**src/design/led_pkg.sv**
```systemverilog
// ----------------------------------------------------------------------------
// led_pkg
// Constants and round function for the LED-128 block cipher datapath.
// ----------------------------------------------------------------------------
`default_nettype none

package led_pkg;

  localparam int unsigned LED_BLOCK_W     = 64;
  localparam int unsigned LED_RCON_DEPTH  = 48;
  localparam int unsigned LED_ROUND_COUNT = 48;

  // register indexes of the configuration port
  localparam logic LED_REG_KEY_FIRST  = 1'b0;
  localparam logic LED_REG_KEY_SECOND = 1'b1;

  // key-size byte mixed into the round constants (128-bit key)
  localparam logic [7:0] LED_KEY_SIZE = 8'h80;
  localparam logic [3:0] LED_KS_HI    = LED_KEY_SIZE[7:4];
  localparam logic [3:0] LED_KS_LO    = LED_KEY_SIZE[3:0];

  localparam logic [3:0] LED_SBOX [16] = '{
    4'hC, 4'h5, 4'h6, 4'hB, 4'h9, 4'h0, 4'hA, 4'hD,
    4'h3, 4'hE, 4'hF, 4'h8, 4'h4, 4'h7, 4'h1, 4'h2
  };

  localparam logic [3:0] LED_MDS [4][4] = '{
    '{4'h4, 4'h1, 4'h2, 4'h2},
    '{4'h8, 4'h6, 4'h5, 4'h6},
    '{4'hB, 4'hE, 4'hA, 4'h9},
    '{4'h2, 4'h2, 4'hF, 4'hB}
  };

  localparam logic [5:0] LED_RCON [LED_RCON_DEPTH] = '{
    6'h01, 6'h03, 6'h07, 6'h0F, 6'h1F, 6'h3E, 6'h3D, 6'h3B, 6'h37, 6'h2F,
    6'h1E, 6'h3C, 6'h39, 6'h33, 6'h27, 6'h0E, 6'h1D, 6'h3A, 6'h35, 6'h2B,
    6'h16, 6'h2C, 6'h18, 6'h30, 6'h21, 6'h02, 6'h05, 6'h0B, 6'h17, 6'h2E,
    6'h1C, 6'h38, 6'h31, 6'h23, 6'h06, 6'h0D, 6'h1B, 6'h36, 6'h2D, 6'h1A,
    6'h34, 6'h29, 6'h12, 6'h24, 6'h08, 6'h11, 6'h22, 6'h04
  };

  // multiply in GF(2^4) modulo x^4+x+1
  function automatic logic [3:0] led_gf_mul(input logic [3:0] a, input logic [3:0] b);
    logic [3:0] acc;
    logic [3:0] x;
    acc = 4'h0;
    x   = a;
    for (int i = 0; i < 4; i++) begin
      if (b[i]) begin
        acc = acc ^ x;
      end
      x = {x[2:0], 1'b0} ^ (x[3] ? 4'h3 : 4'h0);
    end
    return acc;
  endfunction

  // add constants, sub cells, shift rows, mix columns serial
  function automatic logic [63:0] led_cipher_round(input logic [63:0] s,
                                                   input logic [5:0]  rc);
    logic [3:0]  c [16];
    logic [3:0]  t [16];
    logic [3:0]  hi;
    logic [3:0]  lo;
    logic [3:0]  m;
    logic [63:0] o;
    hi = {1'b0, rc[5:3]};
    lo = {1'b0, rc[2:0]};
    o  = '0;
    for (int i = 0; i < 16; i++) begin
      c[i] = s[63-4*i -: 4];
    end
    c[0]  = c[0]  ^ (4'h0 ^ LED_KS_HI);
    c[4]  = c[4]  ^ (4'h1 ^ LED_KS_HI);
    c[8]  = c[8]  ^ (4'h2 ^ LED_KS_LO);
    c[12] = c[12] ^ (4'h3 ^ LED_KS_LO);
    c[1]  = c[1]  ^ hi;
    c[9]  = c[9]  ^ hi;
    c[5]  = c[5]  ^ lo;
    c[13] = c[13] ^ lo;
    for (int i = 0; i < 16; i++) begin
      c[i] = LED_SBOX[c[i]];
    end
    // row i rotates left by i cells
    for (int i = 0; i < 4; i++) begin
      for (int j = 0; j < 4; j++) begin
        t[4*i+j] = c[4*i+((i+j)%4)];
      end
    end
    for (int i = 0; i < 4; i++) begin
      for (int j = 0; j < 4; j++) begin
        m = 4'h0;
        for (int k = 0; k < 4; k++) begin
          m = m ^ led_gf_mul(LED_MDS[i][k], t[4*k+j]);
        end
        o[63-4*(4*i+j) -: 4] = m;
      end
    end
    return o;
  endfunction

endpackage

`default_nettype wire

```
**src/design/led_round_stage.sv**
```systemverilog
// ----------------------------------------------------------------------------
// led_round_stage
// One pipeline stage: optional key addition followed by one cipher round.
// ----------------------------------------------------------------------------
`default_nettype none

module led_round_stage (
  input  wire logic                            clk_i,
  input  wire logic                            rst_ni,
  input  wire logic                            valid_i,
  input  wire logic [led_pkg::LED_BLOCK_W-1:0] state_i,
  input  wire logic [led_pkg::LED_BLOCK_W-1:0] key_i,
  input  wire logic [5:0]                      rcon_i,
  output logic                                 valid_o,
  output logic [led_pkg::LED_BLOCK_W-1:0]      state_o
);
  import led_pkg::*;

  logic                   valid_q;
  logic [LED_BLOCK_W-1:0] state_d;
  logic [LED_BLOCK_W-1:0] state_q;

  // key is zero on rounds that do not open a step
  assign state_d = led_cipher_round(state_i ^ key_i, rcon_i);

  always_ff @(posedge clk_i or negedge rst_ni) begin
    if (!rst_ni) begin
      valid_q <= 1'b0;
    end else begin
      valid_q <= valid_i;
    end
  end

  always_ff @(posedge clk_i) begin
    state_q <= state_d;
  end

  assign valid_o = valid_q;
  assign state_o = state_q;

endmodule

`default_nettype wire
```
**config.mk**
```make
export PLATFORM = sky130hd
export DESIGN_NAME = led_round_stage
export DESIGN_NICKNAME = d
export VERILOG_FILES = /design/src/design/led_pkg.sv /design/src/design/led_round_stage.sv
export SDC_FILE = /design/constraint.sdc
export NUM_CORES = 1
export LEC_CHECK = 0
export ABC_CLOCK_PERIOD_IN_PS = 900
export BUFFER_PORTS_ARGS = -buffer_cell sky130_fd_sc_hd__buf_4
export CORE_MARGIN = 2
export CORE_UTILIZATION = 34
export DETAILED_ROUTE_END_ITERATION = 10
export GPL_TIMING_DRIVEN = 0
export PLACE_DENSITY_LB_ADDON = 0.15
export SLEW_MARGIN = 20
export SYNTH_ARGS = -nofsm -noshare
export SYNTH_HDL_FRONTEND = slang
export SYNTH_SLANG_ARGS = --single-unit
export TNS_END_PERCENT = 30
```
**constraint.sdc**
```tcl
create_clock -name clk_i -period 0.9 [get_ports clk_i]
set_input_delay 0.09 -clock clk_i [delete_from_list [all_inputs] [get_ports clk_i]]
set_output_delay 0.09 -clock clk_i [all_outputs]
set_load 0.05 [all_outputs]
```
==> results by group, run 1 <==
Floorplanning
  – Die W: ~150 um
  – Row count: 54
  – IO Pins: roughly 200
  – Die Height: 152 um
  – Die area: around 0.023 mm^2
  – Initial Util: between 30 and 40%
  – Core box area: approximately 0.022 mm^2

Status
  – Outcome: finished with violations
  – Violated checks: negative setup slack

Placed design
  – Pre-CTS WS: -1.73 ns
  – PortBufs: between 200 and 250
  – HPWL Detailed: 13000 um
  – Post-Place Cell Area: 0.00987 mm^2
  – Dpl cells: about 1200
  – Final GP Congestion: approximately 0.76

Setup path
  – Max incr delay on CP: about 0.44 ns
  – Cell Chain, Critical Path: buf_6, xnor3_2, inv_2, ha_4, mux2i_1, mux2i_2, xnor2_2, xnor3_2, xor2_2, xnor2_1
  – Top Family by Delay on Critical Path: XOR/XNOR gates
  – Worst path buffer plus inverter count: 2
  – CP Class: input pin to flop
  – Crit-path most repeated cell: xnor3_2
  – Critical path launch point type: input pin
  – Max FO, Critical Path: 4
  – Crit. path cell count: 10
  – Worst Setup End Kind: flop
  – Critical Path AT: between 2 and 2.5 ns
  – Critical Path RT: roughly 1.1 ns
  – Slowest CP cell: xnor3_2

Route
  – Wirelength, routed: just under 20000 um
  – DR iter-0 viols: between 100 and 150
  – DRT Pass-1 Iters: 4
  – Via count: 6144
  – Final ANT Viol Nets: 0
  – Drt wl/cell: between 10 and 15 um
  – DRC viols: 0
  – Drt via density: ~4.5

Cells and area
  – Share of layout cells above drive strength 1: a little under three quarters
  – Layout area overhead: 93.8%
  – Layout Cells excl Fill: 1376
  – Nets: 1308
  – Layout fillers: between 1500 and 2000
  – N_diodes: 0
  – Finished Cell Area: between 0.01 and 0.015 mm^2

Yosys
  – Synthesized area per cell: between 10 and 15 um^2
  – Synth area leader: xnor2_1
  – Sequential cell area fraction in the yosys report: around 17%
  – Ranking of synthesized cells by area: xnor2_1 (24%), dfxtp_1 (17%), ha_1 (13%)
  – Ys async rst share: 1.54%
  – Post-synth top flop: dfxtp_1
  – Synth Warn #: 0
  – Post-synth EDFFs: 0
  – Syn nets: ~920
  – Synth cell types: 45
  – Synthesized instance count: between 700 and 800
  – Mapped cell area: between 0.007 and 0.008 mm^2
  – Seq cells post-synth: 65
  – Synth top area share: between 20% and 30%

Clocking
  – TritonCTS Buffers: 9
  – TritonCTS clock tree: done
  – Clock-pin slew on the worst setup and hold paths: about 0.050 ns
  – Clock Sinks: between 60 and 70
  – CTS Root Cell: clkbuf_16
  – H-tree levels: 3
  – Clock Path Buffers: 2

Power and ir drop
  – Worst VDD drop: 1.52 mV
  – Tot Pwr: 46.9 mW
  – PD cells: 3230 mW/mm^2
  – Leakage power: ~6.2 nW

Timing
  – Slew headroom: 52.5%
  – TNS Setup: -58.23 ns
  – RSZ-0062 raised after global routing: true
  – Setup ws final: -1.06 ns
  – Final Hold Fails: 0
  – Peak Freq: ~0.51 GHz
  – Slew Viols, Final: 0
  – Fin crit share: 218%
  – Setup-violating endpoint count in the final report: 76
  – Crit path time final: between 1.5 and 2 ns
  – Actual slew at the worst max-slew pin: about 0.7 ns

Worst hold path
  – Tightest Hold Check Type: input pin to async pin

Flow run
  – Max-cap violations: 0

Global routing
  – Congestion Overflow GR: 0
  – First-pass GRT wire length: 29800 um
  – Initial antenna violation count: 0
  – Total track usage: 15.6%
  – Largest net degree at the start of global routing: 12
  – Number of global-route vias before repair: 6180
[area by class of cell]
| type | instances | area, um^2 | share of cell area [%] |
|---|---|---|---|
| Buffer | 2 | 15.0 | 0.103 |
| Clock buffer | 11 | 253 | 1.74 |
| Clock inverter | 5 | 77.6 | 0.534 |
| Inverter | 60 | 235 | 1.62 |
| Multi-Input combinational cell | 575 | 8510 | 58.5 |
| Sequential cell | 65 | 1390 | 9.53 |
| Tap cell | 280 | 350 | 2.41 |
| Timing Repair Buffer | 378 | 3710 | 25.5 |
[Yosys cell counts, types with 3 or more instances]
| cell | number |
|---|---|
| xnor2_1 | 209 |
| ha_1 | 80 |
| xor2_1 | 80 |
| dfxtp_1 | 64 |
| inv_1 | 60 |
| mux2i_1 | 40 |
| mux4_2 | 25 |
| xnor2_2 | 21 |
| a21oi_1 | 12 |
| nor2_1 | 12 |
| nor3_1 | 12 |
| nand2_1 | 11 |
| xor2_2 | 10 |
| xnor3_1 | 7 |
| o21ai_0 | 5 |
| a21oi_2 | 4 |
| mux2i_2 | 4 |
| a211oi_1 | 3 |
| mux2_2 | 3 |
| nor2b_1 | 3 |
| o211ai_1 | 3 |
| o22ai_1 | 3 |
| xnor2_4 | 3 |
[per-layer routing]
| layer | GRT usage, % | vias up | wire (um) |
|---|---|---|---|
| met2 | 29.1 | 129 | 11000 |
| met4 | 5.16 | 0 | 383 |
| li1 | - | 3041 | - |
| met3 | 2.36 | 25 | 637 |
| met1 | 18.2 | 2949 | 7560 |
| met5 | 0 | - | 0 |
[timing repair]
item	4_1_cts	5_1_grt
hold endpoints to repair	2	0
endpoints found under the setup margin	129	129
hold buffers	2	0
resized for setup	421	139
setup buffers	114	63
pin swaps	149	131
[per-stage QoR]
step / utilization [%] / hold WS, ns
CTS: 60.4 / 0.0473
global route: 66.8 / 0.0725
global placement: 45.4 / -0.130
floorplan: - / -0.206
detailed placement: 45.4 / -0.128
finish: 66.8 / 0.0816
[report_power, final]
group          internal [mW]  total [mW]  switching [mW]
Sequential              5.21        6.12           0.911
Clock                   2.56        3.85            1.28
Combinational           19.1        37.0            17.9
[cell usage in the layout (no fill, tap or decap), types with 10 or more instances in the layout]
cell / n
nor2_1: 11
a21oi_2: 11
mux2i_2: 10
buf_6: 68
xor2_2: 28
xnor2_4: 44
inv_1: 30
mux2i_1: 27
mux4_2: 26
ha_4: 32
xnor2_2: 72
dfxtp_2: 63
xnor2_1: 117
buf_4: 234
buf_8: 66
nand2_1: 11
ha_1: 40
inv_2: 28
xor2_4: 31
xor2_1: 31
[registers in the layout, summed over array words and instances (netlist names)]
signal	count
state_o	64
valid_o	1
[worst paths after layout]
check | to | start
min in group clk_i | state_o[63]$_DFF_P_ | state_i[23]
max in group asynchronous | valid_o$_DFF_PN0_ | rst_ni
min | valid_o$_DFF_PN0_ | rst_ni
max | state_o[12]$_DFF_P_ | state_i[40]
[kinds of logic after synthesis]
group                    count (synthesis)  share of synthesized area, %
AO/OA/AOI/OAI                           40                          3.87
buffers and inverters                   62                          3.14
multiplexers                            74                          14.7
AND/OR/NAND/NOR                         49                          3.15
flip-flops                              65                          17.4
adder cells (fa/ha/maj)                 80                          13.4
XOR/XNOR                               332                          44.3
Power figures use the tool's default switching activity.
==> run 2, diff against run 1 <==
--- a/config.mk
+++ b/config.mk
@@ -5,8 +5,10 @@
 export SDC_FILE = /design/constraint.sdc
 export NUM_CORES = 1
 export LEC_CHECK = 0
+export ABC_AREA = 1
 export ABC_CLOCK_PERIOD_IN_PS = 900
 export BUFFER_PORTS_ARGS = -buffer_cell sky130_fd_sc_hd__buf_4
+export CORE_ASPECT_RATIO = 0.9
 export CORE_MARGIN = 2
 export CORE_UTILIZATION = 34
 export DETAILED_ROUTE_END_ITERATION = 10
==> results by group, run 2 <==
Status
  – Outcome: finished with violations
  – Violated checks: negative setup slack

Global routing
  – Total track usage: 19.8% (+4.2 points)
  – M2 GR Usage: 35.8% (+6.7 points)
  – Congestion Overflow GR: 0 (unchanged)
  – Top Usage Layer GRT: met2
  – Met3 usage: 2.82% (+0.46 points)
  – Number of global-route vias before repair: 11835 (+92%)
  – Initial antenna violation count: 0 (unchanged)
  – GR Util met1: 24.7% (+6.5 points)
  – First-pass GRT wire length: 53900 um (+81%)
  – Largest net degree at the start of global routing: 11 (-1)

Flow run
  – Max-cap violations: 0 (unchanged)

Timing
  – Slew headroom: 66.8% (+14 points)
  – Setup ws final: -0.768 ns (+0.294 ns)
  – Fin crit share: 185% (-33 points)
  – Final Hold Fails: 0 (unchanged)
  – Peak Freq: 0.599 GHz (+18%)
  – Crit path time final: 1.67 ns (-0.294 ns)
  – RSZ-0062 raised after global routing: true
  – Slew Viols, Final: 0 (unchanged)
  – TNS Setup: -42.72 ns (+15.51 ns)
  – Setup-violating endpoint count in the final report: 127 (+67%)
  – Actual slew at the worst max-slew pin: 0.494 ns (-0.215 ns)

Yosys
  – Synth cell count leaders: nand2_1 (963), nand3_1 (226), inv_1 (202), xor2_1 (87), ha_1 (80)
  – Mapped cell area: 0.0106 mm^2 (+41%)
  – Sequential cell area fraction in the yosys report: 12.3% (-5.1 points)
  – Most frequent cell after synthesis: nand2_1
  – Synthesized area per cell: 5.55 um^2 (-48%)
  – Seq cells post-synth: 65 (unchanged)
  – Synth Warn #: 0 (unchanged)
  – Synthesized instance count: 1908 (+170%)
  – Synth top area share: 34.1% (+9.7 points)
  – Ranking of synthesized cells by area: nand2_1 (34%), dfxtp_1 (12%), nand3_1 (11%)
  – Synth cell types: 27 (-40%)
  – Post-synth EDFFs: 0 (unchanged)
  – Ys async rst share: 1.54% (unchanged)
  – Post-synth top flop: dfxtp_1
  – Synth area leader: nand2_1
  – Syn nets: 2125 (+130%)

Worst hold path
  – Tightest Hold Check Type: input pin to async pin

Route
  – DRT Pass-1 Iters: 7 (+3)
  – DR iter-0 viols: 609 (+360%)
  – DRC viols: 0 (unchanged)
  – Via count: 13439 (+120%)
  – Final ANT Viol Nets: 0 (unchanged)
  – Wirelength, routed: 37500 um (+91%)
  – Drt via density: 4.89 (+9.4%)
  – Drt wl/cell: 13.6 um (-4.3%)

Cells and area
  – Layout Cells excl Fill: 2750 (+100%)
  – Max reg flops: 64 (unchanged)
  – N_diodes: 0 (unchanged)
  – Layout area overhead: 83.9%
  – Nets: 2553 (+95%)
  – Share of layout cells above drive strength 1: 57.2% (-14 points)
  – Commonest cells after routing, fill and taps aside: nand2_1 (582), nand2_2 (296), buf_4 (289)
  – Most common cell after layout, fill and taps aside: nand2_1

Placed design
  – Final GP Congestion: 0.897 (+18%)
  – HPWL Detailed: 23600 um (+81%)
  – Dpl cells: 2518 (+110%)
  – PortBufs: 201 (unchanged)
  – Pre-CTS WS: -1.45 ns (+0.278 ns)

Floorplanning
  – Core box area: 0.0308 mm^2 (+41%)
  – Initial Util: 34.4% (about the same)
  – Row count: 61 (+13%)
  – IO Pins: 202 (unchanged)
  – Die W: 190 um (+25%)
  – Die area: 0.0326 mm^2 (+40%)
  – Die Height: 171 um (+12%)

Power and ir drop
  – PD cells: 2220 mW/mm^2 (-31%)
  – Worst VDD drop: 2.36 mV (+55%)
  – Leakage power: 10.1 nW (+64%)

Clocking
  – Clock Path Buffers: 2 (unchanged)
  – CTS Root Cell: clkbuf_16
  – TritonCTS Buffers: 9 (unchanged)
  – Clock-pin slew on the worst setup and hold paths: 0.06 ns (about the same)
  – Clock Sinks: 65 (unchanged)
  – TritonCTS clock tree: done
  – H-tree levels: 3 (unchanged)

Setup path
  – Top Family by Delay on Critical Path: simple AND/OR/NAND/NOR gates
  – Crit. path cell count: 16 (+6)
  – Critical path launch point type: input pin
  – Cell Chain, Critical Path: buf_6, or2_4, nand2_2, nand2_2, nand2_4, inv_4, ha_4, inv_4, nand2_4, o211ai_1, nand2_2, nand2_2, nand3b_1, buf_4, nand3_2, nand2_2
  – Worst path buffer plus inverter count: 4 (+2)
  – Critical Path AT: 1.91 ns (-0.28 ns)
  – CP Class: input pin to flop
  – Critical Path RT: 1.14 ns (about the same)
  – Crit-path most repeated cell: nand2_2
  – Max FO, Critical Path: 5 (+1)
  – Crit path capture: state_o[45]$_DFF_P_
  – Max incr delay on CP: 0.26 ns (-0.18 ns)
  – Slowest CP cell: or2_4
  – Worst Setup End Kind: flop
  – First element of the critical path: state_i[41]
==> run 2: changes by cell type in the layout (fill, tap and decap cells not counted), sizes merged, moves of 9 or more <==
cell    before   now
o21ai        6    60
nor2        12    32
nand3b       0    11
mux2i       44     0
xnor3        9     0
inv         60   234
mux4        27     0
nand2       11  1033
nand3        2   231
xnor2      233    55
a21oi       17     1
nor3        12     0
buf        377   414
==> run 2: how the worst min path moves through the flow <==
stage | end | cells after the start
2_1_floorplan | valid_o$_DFF_PN0_ | 0
3_3_place_gp | valid_o$_DFF_PN0_ | 1
3_5_place_dp | valid_o$_DFF_PN0_ | 1
4_1_cts | valid_o$_DFF_PN0_ | 2
5_1_grt | valid_o$_DFF_PN0_ | 2
6_report | valid_o$_DFF_PN0_ | 2
==> run 2: layout make-up <==
| cell class | instances | area (um^2) |
|---|---|---|
| Clock buffer | 12 | 236 |
| Clock inverter | 4 | 20.0 |
| Fill cell | 2540 | 11300 |
| Inverter | 234 | 996 |
| Multi-Input combinational cell | 1610 | 12500 |
| Sequential cell | 65 | 1350 |
| Tap cell | 409 | 512 |
| Timing Repair Buffer | 416 | 3830 |
==> run 2: metal layers <==
metal / vias up / wire length (um)
met5: - / 0
met4: 0 / 865
met3: 88 / 1540
met2: 361 / 19600
met1: 6262 / 15500
li1: 6728 / -
==> run 2: cells by family after synthesis <==
logic type / after synthesis / synth area share [%]
AND/OR/NAND/NOR: 1315 / 52.1
flip-flops: 65 / 12.3
AO/OA/AOI/OAI: 65 / 3.94
XOR/XNOR: 149 / 13.9
buffers and inverters: 234 / 8.29
adder cells (fa/ha/maj): 80 / 9.45
==> run 2: repair_timing <==
action / CTS / global route
endpoints found under the setup margin: 129 / 129
buffers inserted: 127 / 88
pin swaps: 298 / 281
gates cloned: 0 / 1
hold endpoints to repair: 2 / 0
hold buffers: 2 / 0
resized for setup: 593 / 572
==> run 2: power breakdown <==
| part | switching (mW) | internal, mW |
|---|---|---|
| Clock | 1.47 | 1.85 |
| Combinational | 21.1 | 13.5 |
| Sequential | 0.729 | 4.66 |
| Total | 23.3 | 20.0 |
==> run 2: stage by stage <==
stage	power [mW]	hold slack, ns	cell area, um^2	utilization, %
after detailed placement	28.4	-0.133	13000	42.4
final	43.3	0.0655	19500	63.3
after CTS	37.1	0.0340	16600	53.9
after global routing	46.1	0.0653	19500	63.3
after floorplan	22.3	-0.206	11000	-
after global placement	28.2	-0.135	13000	42.4
==> run 3, diff against run 2 <==
--- a/config.mk
+++ b/config.mk
@@ -5,7 +5,6 @@
 export SDC_FILE = /design/constraint.sdc
 export NUM_CORES = 1
 export LEC_CHECK = 0
-export ABC_AREA = 1
 export ABC_CLOCK_PERIOD_IN_PS = 900
 export BUFFER_PORTS_ARGS = -buffer_cell sky130_fd_sc_hd__buf_4
 export CORE_ASPECT_RATIO = 0.9
==> results by group, run 3 (synthesized netlist as in run 1, its figures left out) <==
Power and ir drop
  – Tot Pwr: 46.1 mW (+6.5%)
  – PD cells: 3270 mW/mm^2 (+47%)
  – Worst VDD drop: 2.03 mV (-14%)
  – Leakage power: 5.96 nW (-41%)

Floorplanning
  – Initial Util: 34.7% (+0.22 points)
  – Die Height: 145 um (-16%)
  – IO Pins: 202 (unchanged)
  – Die area: 0.0233 mm^2 (-29%)
  – Row count: 51 (-16%)
  – Die W: 161 um (-16%)
  – Core box area: 0.0216 mm^2 (-30%)

Route
  – DRC viols: 0 (unchanged)
  – DRT Pass-1 Iters: 4 (-3)
  – Final ANT Viol Nets: 0 (unchanged)
  – Drt via density: 4.42 (-9.5%)
  – Via count: 6038 (-55%)
  – Drt wl/cell: 14.0 um (+2.8%)
  – DR iter-0 viols: 132 (-78%)
  – Wirelength, routed: 19100 um (-49%)

Setup path
  – Max FO, Critical Path: 4 (-1)
  – Critical path launch point type: input pin
  – Crit path capture: state_o[12]$_DFF_P_
  – CP Class: input pin to flop
  – Top Family by Delay on Critical Path: XOR/XNOR gates
  – Crit. path cell count: 10 (-6)
  – Slowest CP cell: xnor3_2
  – Crit-path most repeated cell: xnor3_2
  – First element of the critical path: rcon_i[0]
  – Max incr delay on CP: 0.49 ns (+0.23 ns)
  – Worst path buffer plus inverter count: 2 (-2)
  – Worst Setup End Kind: flop
  – Cell Chain, Critical Path: buf_8, xnor3_2, inv_4, ha_4, mux2i_1, mux2i_2, xnor2_2, xnor3_2, xor2_2, xnor2_1
  – Critical Path AT: 2.24 ns (+0.33 ns)
  – Critical Path RT: 1.11 ns (-0.03 ns)

Timing
  – TNS Setup: -60.00 ns (-17.28 ns)
  – Slew headroom: 43.6% (-23 points)
  – Crit path time final: 2.03 ns (+0.363 ns)
  – Slew Viols, Final: 0 (unchanged)
  – Peak Freq: 0.492 GHz (-18%)
  – RSZ-0062 raised after global routing: true
  – Actual slew at the worst max-slew pin: 0.841 ns (+0.348 ns)
  – Fin crit share: 226% (+40 points)
  – Hold slack: 0.107 ns (+0.0420 ns)
  – Final Hold Fails: 0 (unchanged)
  – Setup-violating endpoint count in the final report: 67 (-47%)
  – Setup ws final: -1.13 ns (-0.363 ns)

Cells and area
  – Nets: 1285 (-50%)
  – Max reg flops: 64 (unchanged)
  – Layout area overhead: 88.2%
  – Commonest cells after routing, fill and taps aside: buf_4 (233), xnor2_1 (111), xnor2_2 (79)
  – Most common cell after layout, fill and taps aside: buf_4
  – Share of layout cells above drive strength 1: 72.3% (+15 points)
  – Finished Cell Area: 0.0141 mm^2 (-28%)
  – Layout Cells excl Fill: 1365 (-50%)
  – Finished Core Util: 65.2% (+1.9 points)

Clocking
  – Clock Sinks: 65 (unchanged)
  – CTS Root Cell: clkbuf_16
  – TritonCTS clock tree: done
  – TritonCTS Buffers: 9 (unchanged)
  – H-tree levels: 3 (unchanged)
  – Clock-pin slew on the worst setup and hold paths: 0.05 ns (about the same)
  – Clock Path Buffers: 2 (unchanged)

Global routing
  – Number of global-route vias before repair: 6071 (-49%)
  – First-pass GRT wire length: 29200 um (-46%)
  – Congestion Overflow GR: 0 (unchanged)
  – Total track usage: 15.5% (-4.3 points)
  – Initial antenna violation count: 1 (+1)
  – Largest net degree at the start of global routing: 11 (unchanged)

Placed design
  – Dpl cells: 1194 (-53%)
  – Final GP Congestion: 0.772 (-14%)
  – HPWL Detailed: 13100 um (-44%)
  – PortBufs: 201 (unchanged)
  – Post-Place Cell Area: 0.00988 mm^2 (-24%)
  – Pre-CTS WS: -1.73 ns (-0.282 ns)

Flow run
  – Max-cap violations: 0 (unchanged)

Worst hold path
  – Tightest Hold Check Type: input pin to async pin

Status
  – Outcome: finished with violations
  – Violated checks: negative setup slack
run 3: timing repair:
action	CTS	global route
setup buffers	117	37
pin swaps	142	85
hold buffers	2	0
hold endpoints to repair	2	0
setup endpoints to repair	129	129
gates resized for setup	406	137
run 3: layout make-up:
type | count | area [um^2]
Inverter | 60 | 233
Multi-Input combinational cell | 575 | 8510
Tap cell | 291 | 364
Clock buffer | 12 | 236
Timing Repair Buffer | 355 | 3340
Sequential cell | 65 | 1390
Clock inverter | 4 | 20.0
Buffer | 2 | 15.0
Fill cell | 1559 | 7520
Antenna cell | 1 | 2.50
run 3: worst min path at each step:
stage | cells past startpoint | to | from
finish | 2 | valid_o$_DFF_PN0_ | rst_ni
floorplan | 0 | valid_o$_DFF_PN0_ | rst_ni
CTS | 2 | valid_o$_DFF_PN0_ | rst_ni
global placement | 1 | valid_o$_DFF_PN0_ | rst_ni
detailed placement | 1 | valid_o$_DFF_PN0_ | rst_ni
global route | 2 | valid_o$_DFF_PN0_ | rst_ni
run 3: metal layers:
layer / GRT usage (%) / vias to the layer above / wire [um]
li1: - / 3002 / -
met1: 17.8 / 2892 / 7430
met2: 29.5 / 126 / 10700
met3: 2.42 / 18 / 643
met4: 4.84 / 0 / 331
met5: 0 / - / 0
run 3: power by group:
part / internal [mW] / switching [mW]
clock: 1.84 / 1.17
sequential: 5.21 / 0.862
combinational: 19.0 / 18.0
